<file path="src/design/msrd_pkg.sv">
// Shared types and constants for the motor speed ramp driver.
// No dependencies; used by msrd_div and motor_speed_ramp_driver.
`default_nettype none

package msrd_pkg;

    localparam int SPEED_BITS   = 8;
    localparam int PERIOD_BITS  = 15;
    localparam int ELAPSED_BITS = 16;
    localparam int HOLD_BITS    = 10;
    localparam int DIV_CNT_BITS = $clog2(PERIOD_BITS + 1);

    localparam logic [HOLD_BITS-1:0] HOLD_OFF_US = 10'd600;
    localparam logic [HOLD_BITS-1:0] HOLD_ON_US  = 10'd300;
    localparam logic [HOLD_BITS-1:0] HOLD_NONE   = 10'd0;

    localparam logic [SPEED_BITS-1:0] MAX_SPEED_RST = '1;
    localparam logic [SPEED_BITS-1:0] MIN_SPEED_RST = '0;

    typedef enum logic [1:0] {
        ACT_TICK  = 2'd0,
        ACT_SPEED = 2'd1,
        ACT_DIR   = 2'd2,
        ACT_NOP   = 2'd3
    } t_action;

    typedef enum logic {
        CFG_MAX_SPEED = 1'b0,
        CFG_MIN_SPEED = 1'b1
    } t_cfg_index;

    typedef enum logic [2:0] {
        S_IDLE,
        S_DECIDE,
        S_DIV,
        S_APPLY,
        S_EMIT0,
        S_EMIT1
    } t_state;

    typedef struct packed {
        logic                   start;
        logic [PERIOD_BITS-1:0] dividend;
        logic [SPEED_BITS-1:0]  divisor;
    } t_div_req;

    typedef struct packed {
        logic                   done;
        logic [PERIOD_BITS-1:0] quotient;
    } t_div_rsp;

endpackage

`default_nettype wire

</file>
<file path="src/design/msrd_div.sv">
// Restoring serial divider for the ramp step period, one quotient bit per cycle.
// Depends on msrd_pkg.
`default_nettype none

module msrd_div (
    input  wire logic              i_clk,
    input  wire logic              i_rst_n,
    input  wire msrd_pkg::t_div_req i_req,
    output msrd_pkg::t_div_rsp     o_rsp
);

    logic                                 r_busy, n_busy;
    logic [msrd_pkg::DIV_CNT_BITS-1:0]    r_cnt, n_cnt;
    logic [msrd_pkg::SPEED_BITS-1:0]      r_rem, n_rem;
    logic [msrd_pkg::SPEED_BITS-1:0]      r_div, n_div;
    logic [msrd_pkg::PERIOD_BITS-1:0]     r_quo, n_quo;
    logic [msrd_pkg::SPEED_BITS:0]        w_shift;
    logic [msrd_pkg::SPEED_BITS:0]        w_diff;
    logic                                 w_ge;

    assign w_shift = {r_rem, r_quo[msrd_pkg::PERIOD_BITS-1]};
    assign w_ge    = (w_shift >= {1'b0, r_div});
    assign w_diff  = w_shift - {1'b0, r_div};

    always_comb begin
        n_busy = r_busy;
        n_cnt  = r_cnt;
        n_rem  = r_rem;
        n_div  = r_div;
        n_quo  = r_quo;
        if (i_req.start) begin
            n_busy = 1'b1;
            n_cnt  = msrd_pkg::DIV_CNT_BITS'(msrd_pkg::PERIOD_BITS);
            n_rem  = '0;
            n_quo  = i_req.dividend;
            n_div  = i_req.divisor;
        end else if (r_busy) begin
            if (r_cnt != '0) begin
                n_cnt = r_cnt - 1'b1;
                n_rem = w_ge ? w_diff[msrd_pkg::SPEED_BITS-1:0]
                             : w_shift[msrd_pkg::SPEED_BITS-1:0];
                n_quo = {r_quo[msrd_pkg::PERIOD_BITS-2:0], w_ge};
            end else begin
                n_busy = 1'b0;
            end
        end
    end

    always_ff @(posedge i_clk) begin
        if (!i_rst_n) begin
            r_busy <= 1'b0;
            r_cnt  <= '0;
        end else begin
            r_busy <= n_busy;
            r_cnt  <= n_cnt;
        end
    end

    always_ff @(posedge i_clk) begin
        r_rem <= n_rem;
        r_div <= n_div;
        r_quo <= n_quo;
    end

    assign o_rsp.done     = r_busy && (r_cnt == '0);
    assign o_rsp.quotient = r_quo;

endmodule

`default_nettype wire

</file>
<file path="src/design/motor_speed_ramp_driver.sv">
// Channel   Handshake                   Payload
// in        i_in_valid / o_in_ready     i_action, i_target_speed, i_ramp_duration,
//                                       i_start_speed, i_dir_request
// out       o_out_valid / i_out_ready   o_pwm_duty, o_bridge_pin_a, o_bridge_pin_b,
//                                       o_enable_pin, o_ramping, o_hold_us, o_last
// cfg       i_cfg_we                    i_cfg_index, i_cfg_data
//
// One transaction at a time: a tick or sharp set-speed passes DECIDE, APPLY and EMIT1
// before the next ready, a repeated direction or unused action EMIT1 only, a direction
// change EMIT0 then EMIT1; a set-speed with positive duration and a nonzero distance adds
// DIV after DECIDE, in the serial divider (15 quotient bits, one per cycle, then done).
// A waiting result holds the emit state for as long as the output is stalled.
// Reset is synchronous, active low: speed, duty, ramp, pins and motor status clear (enable high on the next result).
// Depends on msrd_pkg and msrd_div.
`default_nettype none

module motor_speed_ramp_driver (
    input  wire logic                                   i_clk,
    input  wire logic                                   i_rst_n,
    input  wire logic                                   i_in_valid,
    output logic                                        o_in_ready,
    input  wire logic [1:0]                             i_action,
    input  wire logic signed [15:0]                     i_target_speed,
    input  wire logic signed [15:0]                     i_ramp_duration,
    input  wire logic signed [8:0]                      i_start_speed,
    input  wire logic                                   i_dir_request,
    output logic                                        o_out_valid,
    input  wire logic                                   i_out_ready,
    output logic [msrd_pkg::SPEED_BITS-1:0]             o_pwm_duty,
    output logic                                        o_bridge_pin_a,
    output logic                                        o_bridge_pin_b,
    output logic                                        o_enable_pin,
    output logic                                        o_ramping,
    output logic [msrd_pkg::HOLD_BITS-1:0]              o_hold_us,
    output logic                                        o_last,
    input  wire logic                                   i_cfg_we,
    input  wire logic                                   i_cfg_index,
    input  wire logic [msrd_pkg::SPEED_BITS-1:0]        i_cfg_data
);

    msrd_pkg::t_state                       r_state, n_state;
    msrd_pkg::t_action                      w_action;

    logic [msrd_pkg::SPEED_BITS-1:0]        r_max_speed, r_min_speed;

    logic [msrd_pkg::SPEED_BITS-1:0]        r_cur, n_cur;
    logic [msrd_pkg::SPEED_BITS-1:0]        r_tgt, n_tgt;
    logic [msrd_pkg::PERIOD_BITS-1:0]       r_period, n_period;
    logic [msrd_pkg::ELAPSED_BITS-1:0]      r_elapsed, n_elapsed;
    logic                                   r_ramp, n_ramp;
    logic                                   r_motor, n_motor;
    logic                                   r_dir, n_dir;
    logic                                   r_dir_known, n_dir_known;
    logic [msrd_pkg::SPEED_BITS-1:0]        r_duty, n_duty;
    logic                                   r_pin_a, n_pin_a;
    logic                                   r_pin_b, n_pin_b;

    logic [msrd_pkg::SPEED_BITS-1:0]        r_to, n_to;
    logic [msrd_pkg::SPEED_BITS-1:0]        r_from, n_from;
    logic [msrd_pkg::PERIOD_BITS-1:0]       r_dividend, n_dividend;
    logic                                   r_apply, n_apply;
    logic                                   r_dur_pos, n_dur_pos;
    logic                                   r_dur_neg, n_dur_neg;
    logic                                   r_is_tick, n_is_tick;
    logic                                   r_dir_req, n_dir_req;
    logic                                   r_dir_chg, n_dir_chg;

    logic                                   r_out_valid;
    logic [msrd_pkg::SPEED_BITS-1:0]        r_o_duty;
    logic                                   r_o_pin_a, r_o_pin_b, r_o_en, r_o_ramp, r_o_last;
    logic [msrd_pkg::HOLD_BITS-1:0]         r_o_hold;

    logic                                   w_in_acc;
    logic                                   w_slot_free;
    logic                                   w_out_load;
    logic                                   w_last;
    logic [msrd_pkg::HOLD_BITS-1:0]         w_hold;
    logic [msrd_pkg::SPEED_BITS-1:0]        w_tgt_clamp;
    logic [msrd_pkg::SPEED_BITS-1:0]        w_from_in;
    logic [msrd_pkg::ELAPSED_BITS-1:0]      w_elapsed_inc;
    logic                                   w_step;
    logic [msrd_pkg::SPEED_BITS-1:0]        w_s;
    logic [msrd_pkg::SPEED_BITS-1:0]        w_s_clamp;
    logic                                   w_dir_chg;
    logic [msrd_pkg::SPEED_BITS-1:0]        w_dist;
    logic                                   w_div_need;
    msrd_pkg::t_div_req                     w_div_req;
    msrd_pkg::t_div_rsp                     w_div_rsp;

    assign w_action    = msrd_pkg::t_action'(i_action);
    assign w_in_acc    = i_in_valid && o_in_ready;
    assign w_slot_free = !r_out_valid || i_out_ready;

    always_ff @(posedge i_clk) begin
        if (!i_rst_n) begin
            r_max_speed <= msrd_pkg::MAX_SPEED_RST;
            r_min_speed <= msrd_pkg::MIN_SPEED_RST;
        end else if (i_cfg_we) begin
            unique case (msrd_pkg::t_cfg_index'(i_cfg_index))
                msrd_pkg::CFG_MAX_SPEED: r_max_speed <= i_cfg_data[msrd_pkg::SPEED_BITS-1:0];
                msrd_pkg::CFG_MIN_SPEED: r_min_speed <= i_cfg_data[msrd_pkg::SPEED_BITS-1:0];
            endcase
        end
    end

    always_comb begin
        if (i_target_speed > $signed({1'b0, r_max_speed})) begin
            w_tgt_clamp = r_max_speed;
        end else if (i_target_speed[15]) begin
            w_tgt_clamp = r_min_speed;
        end else begin
            w_tgt_clamp = i_target_speed[msrd_pkg::SPEED_BITS-1:0];
        end
        w_from_in = i_start_speed[8] ? r_cur : i_start_speed[msrd_pkg::SPEED_BITS-1:0];
        w_elapsed_inc = (r_elapsed == '1) ? r_elapsed : r_elapsed + 1'b1;
        w_step = r_ramp && (w_elapsed_inc >= {1'b0, r_period});
        if (r_tgt > r_cur) begin
            w_s = r_cur + 1'b1;
        end else if (r_tgt < r_cur) begin
            w_s = r_cur - 1'b1;
        end else begin
            w_s = r_cur;
        end
        w_s_clamp  = (w_s > r_max_speed) ? r_max_speed : w_s;
        w_dir_chg  = !r_dir_known || (r_dir != i_dir_request);
        w_dist     = (r_to > r_from) ? r_to - r_from : r_from - r_to;
        w_div_need = r_apply && r_dur_pos && (w_dist != '0);
    end

    always_comb begin
        n_state = r_state;
        unique case (r_state)
            msrd_pkg::S_IDLE: begin
                if (w_in_acc) begin
                    unique case (w_action) inside
                        msrd_pkg::ACT_TICK, msrd_pkg::ACT_SPEED: n_state = msrd_pkg::S_DECIDE;
                        msrd_pkg::ACT_DIR: n_state = w_dir_chg ? msrd_pkg::S_EMIT0
                                                               : msrd_pkg::S_EMIT1;
                        msrd_pkg::ACT_NOP: n_state = msrd_pkg::S_EMIT1;
                    endcase
                end
            end
            msrd_pkg::S_DECIDE: n_state = w_div_need ? msrd_pkg::S_DIV : msrd_pkg::S_APPLY;
            msrd_pkg::S_DIV:    if (w_div_rsp.done) n_state = msrd_pkg::S_APPLY;
            msrd_pkg::S_APPLY:  n_state = msrd_pkg::S_EMIT1;
            msrd_pkg::S_EMIT0:  if (w_slot_free) n_state = msrd_pkg::S_EMIT1;
            msrd_pkg::S_EMIT1:  if (w_slot_free) n_state = msrd_pkg::S_IDLE;
            default:            n_state = msrd_pkg::S_IDLE;
        endcase
    end

    always_comb begin
        o_in_ready = 1'b0;
        w_out_load = 1'b0;
        w_last     = 1'b1;
        w_hold     = msrd_pkg::HOLD_NONE;
        unique case (r_state)
            msrd_pkg::S_IDLE: o_in_ready = 1'b1;
            msrd_pkg::S_EMIT0: begin
                w_out_load = w_slot_free;
                w_last     = 1'b0;
                w_hold     = msrd_pkg::HOLD_OFF_US;
            end
            msrd_pkg::S_EMIT1: begin
                w_out_load = w_slot_free;
                w_hold     = r_dir_chg ? msrd_pkg::HOLD_ON_US : msrd_pkg::HOLD_NONE;
            end
            default: ;
        endcase
        w_div_req.start    = (r_state == msrd_pkg::S_DECIDE) && w_div_need;
        w_div_req.dividend = r_dividend;
        w_div_req.divisor  = w_dist;
    end

    always_comb begin
        n_cur       = r_cur;
        n_tgt       = r_tgt;
        n_period    = r_period;
        n_elapsed   = r_elapsed;
        n_ramp      = r_ramp;
        n_motor     = r_motor;
        n_dir       = r_dir;
        n_dir_known = r_dir_known;
        n_duty      = r_duty;
        n_pin_a     = r_pin_a;
        n_pin_b     = r_pin_b;
        n_to        = r_to;
        n_from      = r_from;
        n_dividend  = r_dividend;
        n_apply     = r_apply;
        n_dur_pos   = r_dur_pos;
        n_dur_neg   = r_dur_neg;
        n_is_tick   = r_is_tick;
        n_dir_req   = r_dir_req;
        n_dir_chg   = r_dir_chg;
        unique case (r_state)
            msrd_pkg::S_IDLE: begin
                if (w_in_acc) begin
                    n_dir_req  = i_dir_request;
                    n_dir_chg  = 1'b0;
                    n_dividend = i_ramp_duration[msrd_pkg::PERIOD_BITS-1:0];
                    unique case (w_action)
                        msrd_pkg::ACT_TICK: begin
                            n_elapsed = w_step ? '0 : w_elapsed_inc;
                            n_apply   = w_step;
                            n_to      = w_s_clamp;
                            n_from    = r_cur;
                            n_dur_pos = 1'b0;
                            n_dur_neg = 1'b1;
                            n_is_tick = 1'b1;
                        end
                        msrd_pkg::ACT_SPEED: begin
                            n_apply   = 1'b1;
                            n_to      = w_tgt_clamp;
                            n_from    = w_from_in;
                            n_dur_pos = !i_ramp_duration[15] && (i_ramp_duration != '0);
                            n_dur_neg = i_ramp_duration[15];
                            n_is_tick = 1'b0;
                        end
                        msrd_pkg::ACT_DIR: begin
                            n_dir_chg = w_dir_chg;
                            if (w_dir_chg) begin
                                n_pin_a = 1'b0;
                                n_pin_b = 1'b0;
                            end
                        end
                        msrd_pkg::ACT_NOP: ;
                    endcase
                end
            end
            msrd_pkg::S_APPLY: begin
                if (r_apply && (r_cur != r_to)) begin
                    n_ramp = r_dur_neg ? r_ramp : 1'b0;
                    if (r_dur_pos) begin
                        if (w_dist != '0) begin
                            n_cur    = r_from;
                            n_tgt    = r_to;
                            n_period = (w_div_rsp.quotient == '0)
                                     ? msrd_pkg::PERIOD_BITS'(1) : w_div_rsp.quotient;
                            n_ramp   = 1'b1;
                        end
                    end else begin
                        n_duty = r_to;
                        n_cur  = r_to;
                    end
                    if ((n_cur == '0) && r_motor) begin
                        n_motor = 1'b0;
                        n_ramp  = 1'b0;
                    end else if ((r_to != '0) && !r_motor) begin
                        n_motor = 1'b1;
                    end
                end
                if (r_is_tick && r_apply && (n_tgt == n_cur)) begin
                    n_ramp = 1'b0;
                end
            end
            msrd_pkg::S_EMIT0: begin
                if (w_slot_free) begin
                    n_pin_a     = r_dir_req;
                    n_pin_b     = !r_dir_req;
                    n_dir       = r_dir_req;
                    n_dir_known = 1'b1;
                end
            end
            default: ;
        endcase
    end

    always_ff @(posedge i_clk) begin
        if (!i_rst_n) begin
            r_state     <= msrd_pkg::S_IDLE;
            r_cur       <= '0;
            r_tgt       <= '0;
            r_period    <= '0;
            r_elapsed   <= '0;
            r_ramp      <= 1'b0;
            r_motor     <= 1'b0;
            r_dir       <= 1'b0;
            r_dir_known <= 1'b0;
            r_duty      <= '0;
            r_pin_a     <= 1'b0;
            r_pin_b     <= 1'b0;
            r_out_valid <= 1'b0;
        end else begin
            r_state     <= n_state;
            r_cur       <= n_cur;
            r_tgt       <= n_tgt;
            r_period    <= n_period;
            r_elapsed   <= n_elapsed;
            r_ramp      <= n_ramp;
            r_motor     <= n_motor;
            r_dir       <= n_dir;
            r_dir_known <= n_dir_known;
            r_duty      <= n_duty;
            r_pin_a     <= n_pin_a;
            r_pin_b     <= n_pin_b;
            if (w_out_load) begin
                r_out_valid <= 1'b1;
            end else if (i_out_ready) begin
                r_out_valid <= 1'b0;
            end
        end
    end

    always_ff @(posedge i_clk) begin
        r_to       <= n_to;
        r_from     <= n_from;
        r_dividend <= n_dividend;
        r_apply    <= n_apply;
        r_dur_pos  <= n_dur_pos;
        r_dur_neg  <= n_dur_neg;
        r_is_tick  <= n_is_tick;
        r_dir_req  <= n_dir_req;
        r_dir_chg  <= n_dir_chg;
        if (w_out_load) begin
            r_o_duty  <= r_duty;
            r_o_pin_a <= r_pin_a;
            r_o_pin_b <= r_pin_b;
            r_o_en    <= !r_motor;
            r_o_ramp  <= r_ramp;
            r_o_hold  <= w_hold;
            r_o_last  <= w_last;
        end
    end

    msrd_div u_div (
        .i_clk   (i_clk),
        .i_rst_n (i_rst_n),
        .i_req   (w_div_req),
        .o_rsp   (w_div_rsp)
    );

    assign o_out_valid    = r_out_valid;
    assign o_pwm_duty     = r_o_duty;
    assign o_bridge_pin_a = r_o_pin_a;
    assign o_bridge_pin_b = r_o_pin_b;
    assign o_enable_pin   = r_o_en;
    assign o_ramping      = r_o_ramp;
    assign o_hold_us      = r_o_hold;
    assign o_last         = r_o_last;

`ifndef SYNTHESIS
    a_pins_exclusive: assert property (@(posedge i_clk) disable iff (!i_rst_n)
        !(r_pin_a && r_pin_b))
        else $error("both bridge pins driven high");

    a_first_result_off: assert property (@(posedge i_clk) disable iff (!i_rst_n)
        (o_out_valid && !o_last) |-> (!o_bridge_pin_a && !o_bridge_pin_b
                                      && (o_hold_us == msrd_pkg::HOLD_OFF_US)))
        else $error("first direction result not a 600 us off phase");

    a_div_done_in_wait: assert property (@(posedge i_clk) disable iff (!i_rst_n)
        w_div_rsp.done |-> (r_state == msrd_pkg::S_DIV))
        else $error("divider finished outside its wait state");

    a_enable_follows_motor: assert property (@(posedge i_clk) disable iff (!i_rst_n)
        w_out_load |=> (o_enable_pin == !$past(r_motor)))
        else $error("enable pin does not follow motor status");
`endif

endmodule

`default_nettype wire

</file>
<file path="config.mk">
export PLATFORM = sky130hd
export DESIGN_NAME = motor_speed_ramp_driver
export DESIGN_NICKNAME = d
export VERILOG_FILES = /design/src/design/msrd_pkg.sv /design/src/design/msrd_div.sv /design/src/design/motor_speed_ramp_driver.sv
export SDC_FILE = /design/constraint.sdc
export NUM_CORES = 1
export LEC_CHECK = 0
export BUFFER_PORTS_ARGS = -buffer_cell sky130_fd_sc_hd__buf_4
export CAP_MARGIN = 0
export CORE_MARGIN = 5
export CORE_UTILIZATION = 47
export CTS_BUF_LIST = sky130_fd_sc_hd__clkbuf_16
export CTS_CLUSTER_DIAMETER = 120
export DETAILED_ROUTE_END_ITERATION = 8
export GPL_ROUTABILITY_DRIVEN = 0
export PLACE_DENSITY = 0.66
export RECOVER_POWER = 100
export SETUP_SLACK_MARGIN = 0.02
export SYNTH_ARGS = -nofsm -noshare
export SYNTH_HDL_FRONTEND = slang
export SYNTH_SLANG_ARGS = --single-unit
</file>
<file path="constraint.sdc">
create_clock -name i_clk -period 4.55 [get_ports i_clk]
set_clock_uncertainty 0.05 [all_clocks]
set_input_delay 0.91 -clock i_clk [delete_from_list [all_inputs] [get_ports i_clk]]
set_output_delay 0.91 -clock i_clk [all_outputs]
set_load 0.1 [all_outputs]
</file>
* Word level (Yosys, flattened, before mapping)
Cells that the tools add are included.
W data, S select, Z words.
** Word-level totals
- Flip-flop bits (word level) :: 177
- Input bits :: 58
- Output and inout port bits :: 25
** Cells by class
- $add $sub $neg :: 7
- Magnitude comparators :: 7
- Eq/ne operators :: 18
- Mux-type cells :: 66
- Bitwise operators :: 2
- Reductions and logical operators :: 51
** Operator list (number)
- $mux W8 :: 18
- $mux W15 :: 4
- $mux W16 :: 2
- $pmux W8 S2 :: 2
- $gt A8 B8 Y1 :: 3
- $sub A8 B8 Y8 :: 3
- $mux W1 :: 23
- $pmux W10 S2 :: 1
- $pmux W3 S6 :: 1
- $add A16 B1 Y16 const B :: 1
- $eq A16 B16 Y1 const B :: 1
- $ge A16 B15 Y1 :: 1
- $gt A16 B9 Y1 :: 1
- $reduce_bool A16 Y1 :: 1
- $reduce_bool A8 Y1 :: 2
- $logic_not A15 Y1 :: 1
- $reduce_and A2 Y1 :: 7
- $reduce_bool A2 Y1 :: 7
- $logic_and A1 B1 Y1 :: 12
- $mux W3 :: 4
- $mux W4 :: 3
- $pmux W1 S2 :: 6
- $reduce_and A3 Y1 :: 4
- $ne A2 B2 Y1 const B :: 5
- other kinds (27) :: 38

* Depth between registers and ports, before layout
- Depth in word-level cells :: 13
- Depth in mapped cells :: 22
- Depth with buffers taken out :: 21

* By module
A second synthesis with hierarchy kept.
** Unflattened totals
- Cell total of the unflattened synthesis :: 1126
- Area total of the unflattened synthesis :: 10309.9 um^2
** By module, submodules not included
- motor_speed_ramp_driver :: times used 1, cells an instance 951, area an instance 8359.3 um^2
- msrd_div :: times used 1, cells an instance 175, area an instance 1950.6 um^2

* Worst setup path before layout
Ideal clock, no wire load.
- Path type :: flip-flop to flip-flop
- Start :: reg r_state[1]
- End :: reg r_apply (enable)
- Arrival :: 4.013 ns
- Path slack :: 0.090 ns
- Cell stages (with the launch flop) :: 5
- Path buffers :: 1
- Clock period less this slack :: 4.460 ns
- Path through :: dfxtp_1 > clkbuf_1 > nor3_1 > nand2_1 > nor2_1
** On the way
- Longest elaborated chain between the ends :: 4
** Ends and longest elaborated chain
- start, declared :: RTL line motor_speed_ramp_driver.sv:41 : msrd_pkg::t_state r_state, n_state;
- start signal, assigned :: RTL line motor_speed_ramp_driver.sv:271 : r_state <= msrd_pkg::S_IDLE;
- start signal, assigned :: RTL line motor_speed_ramp_driver.sv:285 : r_state <= n_state;
- $logic_not A3 Y1 :: RTL line motor_speed_ramp_driver.sv:157 : unique case (r_state)
- $mux W1 :: RTL line motor_speed_ramp_driver.sv:157
- named net o_in_ready :: RTL line motor_speed_ramp_driver.sv:21 : output logic o_in_ready,
- $logic_and A1 B1 Y1 :: RTL line motor_speed_ramp_driver.sv:91 : assign w_in_acc = i_in_valid && o_in_ready;
- $reduce_and A3 Y1 (no line)
- end signal, assigned :: RTL line motor_speed_ramp_driver.sv:309 : r_apply <= n_apply;
- end, declared :: RTL line motor_speed_ramp_driver.sv:61 : logic r_apply, n_apply;
The timed path passes the listed nets, and every way through them passes these cells.
A chain may end at the register's enable or synchronous reset.

* Worst setup path in the final report
- Start :: reg r_cur[5] (netlist name)
- End :: reg r_to[1] (netlist name), data pin
** On the way
- Longest elaborated chain between the ends :: 6
** Ends and longest elaborated chain
- start, declared :: RTL line motor_speed_ramp_driver.sv:46 : logic [msrd_pkg::SPEED_BITS-1:0] r_cur, n_cur;
- start signal, assigned :: RTL line motor_speed_ramp_driver.sv:286 : r_cur <= n_cur;
- $sub A8 B1 Y8 / $lt A8 B8 Y1 (equally long branches) :: RTL line motor_speed_ramp_driver.sv:120, motor_speed_ramp_driver.sv:119
- $mux W8 :: RTL line motor_speed_ramp_driver.sv:119 : end else if (r_tgt < r_cur) begin
- $mux W8 * :: RTL line motor_speed_ramp_driver.sv:117 : if (r_tgt > r_cur) begin
- $gt A8 B8 Y1 :: RTL line motor_speed_ramp_driver.sv:124 : w_s_clamp = (w_s > r_max_speed) ? r_max_speed : w_s;
- $mux W8 * :: RTL line motor_speed_ramp_driver.sv:124
- $pmux W8 S2 * :: RTL line motor_speed_ramp_driver.sv:202 : unique case (w_action)
- end signal, assigned :: RTL line motor_speed_ramp_driver.sv:306 : r_to <= n_to;
- end, declared :: RTL line motor_speed_ramp_driver.sv:58 : logic [msrd_pkg::SPEED_BITS-1:0] r_to, n_to;
Mark *: on every way between the ends. The rest lies on a longest branch, timed or not.

==> flow_summary_export.csv <==
group,metric,value,unit
outcome,status,"finished with violations",
outcome,violations,"max-capacitance violations, max-slew violations",
timing,slew-limit-headroom,-26.1,%
floorplan,core,21000,µm²
detailed_routing,drt-initial-drc-count,552,
critical_path,crit_arrival,4450,ps
cells_and_area,final_net_count,1270,
floorplan,die_w,156,µm
clock_network,cts_tree,"built",
detailed_routing,viasPerCell,5.56,
floorplan,ios,83,
critical_path,worst_path_max_delay_cell,"a21oi_2",
power,power.leakage,0.00458,µW
power,clockPowerShare,27.5,%
critical_path,slowest_delay,340,ps
clock_network,worstSkewPairLatency,440,ps
cells_and_area,antenna_cells,0,
detailed_routing,num_vias,7963,
clock_network,clock_path_buffers,2,
grt,track_usage,20.5,%
clock_network,cts_root_buffer,"clkbuf_16",
timing,final_max_slew_viol_count,57,
timing,finalHoldViolCount,0,
detailed_routing,remaining_drc_errors,0,
synthesis,netlist_area,9950,µm²
min_path,hold_path_depth,0,
critical_path,r2r_slack,190,ps
power,pwr-share-seq,37.0,%
synthesis,ys.flop_type,"dfxtp_1",
critical_path,worstSetupPathType,"flip-flop to flip-flop",
synthesis,syn_inst,1074,
detailed_routing,route.detailed.wl_per_inst,17.3,µm
timing,setup_ws,194,ps
floorplan,die_h,156,µm
critical_path,crit_buf_inv,1,
place,hpwl,18.4,mm
clock_network,clock-sinks,170,
power,ir_drop,0.286,mV
grt,grt_start_max_net_pins,36,
grt,grt_pass1_vias,7582,
cells_and_area,syn2layout_area_growth,14.0,%
power,p_sw_share,39.4,%
min_path,hold_start,"r_duty[0]",
timing,min_period_over_period,95.7,%
critical_path,r2r-start,"r_cur[5]",
cells_and_area,stdcell_count,1431,
critical_path,cp-end-kind,"flip-flop",
clock_network,clkTransAtPathRegs,70,ps
cells_and_area,regArea,4160,µm²
synthesis,synth_edf_count,76,
cells_and_area,final_core_util,54.1,%
place,pre_cts_slack,170,ps
cells_and_area,drive_gt1_share,11.7,%
cells_and_area,mostFrequentLayoutCell,"nor2_1",
job,drv_cap,2,
grt,grt_pass1_wl,39.5,mm
critical_path,reg2regPathDepth,18,
grt,antenna_found_initial,0,
power,power.internal,3310,µW
critical_path,critPathMaxFanout,8,
timing,rsz0062_at_grt,"true",
synthesis,async_flop_share,0,%
clock_network,cts_buffers,17,
detailed_routing,dr.max_layer_used,"met4",
cells_and_area,final_cell_mix,"nor2_1 (109), nand2_1 (101), dfxtp_1 (94)",
power,netSwitchingPower,2150,µW
synthesis,netlist_top_cells_area,"edfxtp_1 (23%), dfxtp_1 (19%), ha_1 (8.3%), mux2i_1 (5.9%), nor2_1 (4.1%)",
cells_and_area,nFillCells,1942,
min_path,hp-class,"flip-flop to flip-flop",
detailed_routing,routed_wl,24.8,mm
synthesis,synth_area_leader_cell,"edfxtp_1",
critical_path,crit_chain,"inv_1, ha_1, a21o_1, a21o_1, a21oi_1, o21ai_1, o21a_1, and4_1, nand3_1, o21ai_0, xnor2_1, ha_1, a21o_1, a21o_1, a21oi_1, a22oi_1, a21oi_2, o21ai_0",
clock_network,htreeDepth,4,
critical_path,crit_path_frequent_cell,"a21o_1",
synthesis,synth_top_area_share,22.9,%
critical_path,worstPathRequired,4640,ps
floorplan,num_rows,53,
timing,setup_tns,0,ps
clock_network,postCtsHoldBufs,0,
detailed_routing,wl_met1,11.5,mm
floorplan,start_util,47.5,%
synthesis,ys_ff_latch,170,
power,power_density,481,nW/µm²
floorplan,dieArea,24200,µm²
synthesis,synth_seq_area_share,41.8,%
critical_path,cp_top_family,"compound AO/OA/AOI/OAI gates",
synthesis,synth_cell_types,66,
timing,fmax,230,MHz
cells_and_area,multiInputGateArea,5230,µm²
power,p_comb_share,35.5,%
timing,tightest_slew,1880,ps
detailed_routing,drt.antenna.violating_nets,0,
detailed_routing,wl_met2,11.3,mm
synthesis,yosysWarningCount,0,
timing,setup_viol_count_final,0,
cells_and_area,final_area,11300,µm²
critical_path,startpoint_type,"flip-flop",
critical_path,crit_cells,18,
place,placed_cells,1399,
critical_path,crit_start,"r_cur[5]",
timing,finalCriticalPeriod,4360,ps
detailed_routing,drt_first_pass_iters,5,
place,port_buffers,79,
synthesis,syn_area_per_cell,9.27,µm²
grt,grt_overflow_total,0,
place,place_area,10900,µm²
detailed_routing,wl_met3,1.39,mm
-- registers in the layout, summed over array words and instances, names as in the netlist, 3 cells and up --
| signal | flops |
|---|---|
| u_div.r_quo | 15 |
| r_min_speed | 8 |
| r_state | 3 |
| r_from | 8 |
| r_to | 8 |
| o_pwm_duty | 8 |
| r_duty | 8 |
| o_hold_us | 3 |
| u_div.r_div | 8 |
| r_max_speed | 8 |
| r_elapsed | 16 |
| r_dividend | 15 |
| u_div.r_rem | 8 |
| r_tgt | 8 |
| r_cur | 8 |
| r_period | 15 |
| u_div.r_cnt | 4 |
-- kinds of logic (layout without fill, tap and decap cells) --
group	after synthesis	count (layout)	synth area share, %
simple gates	350	350	16.7
compound gates	213	213	13.9
flops	170	170	41.8
buf+inv	141	221	5.77
mux	79	79	8.31
fa+ha+maj	69	69	8.90
xor+xnor	51	51	4.49
other cells	1	3	0.0377
-- synthesized netlist by cell type, types with 10 or more instances --
library cell	count
edfxtp_1	76
a31oi_1	10
nor4_1	18
nor2_1	110
mux2i_1	59
nor2b_1	11
clkbuf_1	44
nand2_1	101
nand3_1	24
inv_1	76
nand4_1	11
o211ai_1	11
xor2_1	26
dfxtp_1	94
a211oi_1	16
mux2_2	11
a21o_1	16
and3_1	12
xnor2_1	25
nor3_1	17
a21oi_1	56
nand2b_1	13
ha_1	66
o21ai_0	51
-- layer usage --
metal | GRT usage (%) | vias up
met2 | 33.4 | 266
met5 | 0 | -
li1 | - | 3933
met3 | 3.56 | 41
met1 | 27.8 | 3723
met4 | 6.59 | 0
-- worst reg2reg max path: stages, from the launching register on --
cell and delay, ps:
dfxtp_1 330, inv_1 120, ha_1 330, a21o_1 190, a21o_1 170, a21oi_1 200
o21ai_1 220, o21a_1 220, and4_1 250, nand3_1 80, o21ai_0 110, xnor2_1 250
ha_1 300, a21o_1 180, a21o_1 170, a21oi_1 170, a22oi_1 160, a21oi_2 340
o21ai_0 230
-- per-stage QoR --
step	total power (µW)	hold slack [ps]
floorplan	3500	352
global placement	3990	359
detailed placement	4020	361
CTS	5530	377
global route	5760	389
finish	5460	377
-- repair_timing --
action,in CTS,in global routing
endpoints found under the setup margin,0,8
resized for setup,0,2
setup buffers,0,0
-- power groups by stage --
stage,Clock [µW],Sequential [µW],Combinational (µW)
3_3_place_gp,0,2040,1950
4_1_cts,1530,2010,1980
3_5_place_dp,0,2050,1970
5_1_grt,1600,2040,2120
6_report,1500,2020,1940
2_1_floorplan,0,2180,1320
-- final cells by class --
class | instances | share of cell area, %
Clock buffer | 17 | 3.75
Clock inverter | 15 | 1.72
Inverter | 77 | 2.55
Multi-Input combinational cell | 765 | 46.1
Sequential cell | 170 | 36.7
Tap cell | 275 | 3.03
Timing Repair Buffer | 112 | 6.16
-- worst paths after layout --
check,end
setup / recovery,r_to[1]
hold / removal,o_pwm_duty[0]
setup reg to reg,r_to[1]
hold reg to reg,o_pwm_duty[0]
Power figures use the tool's default switching activity.
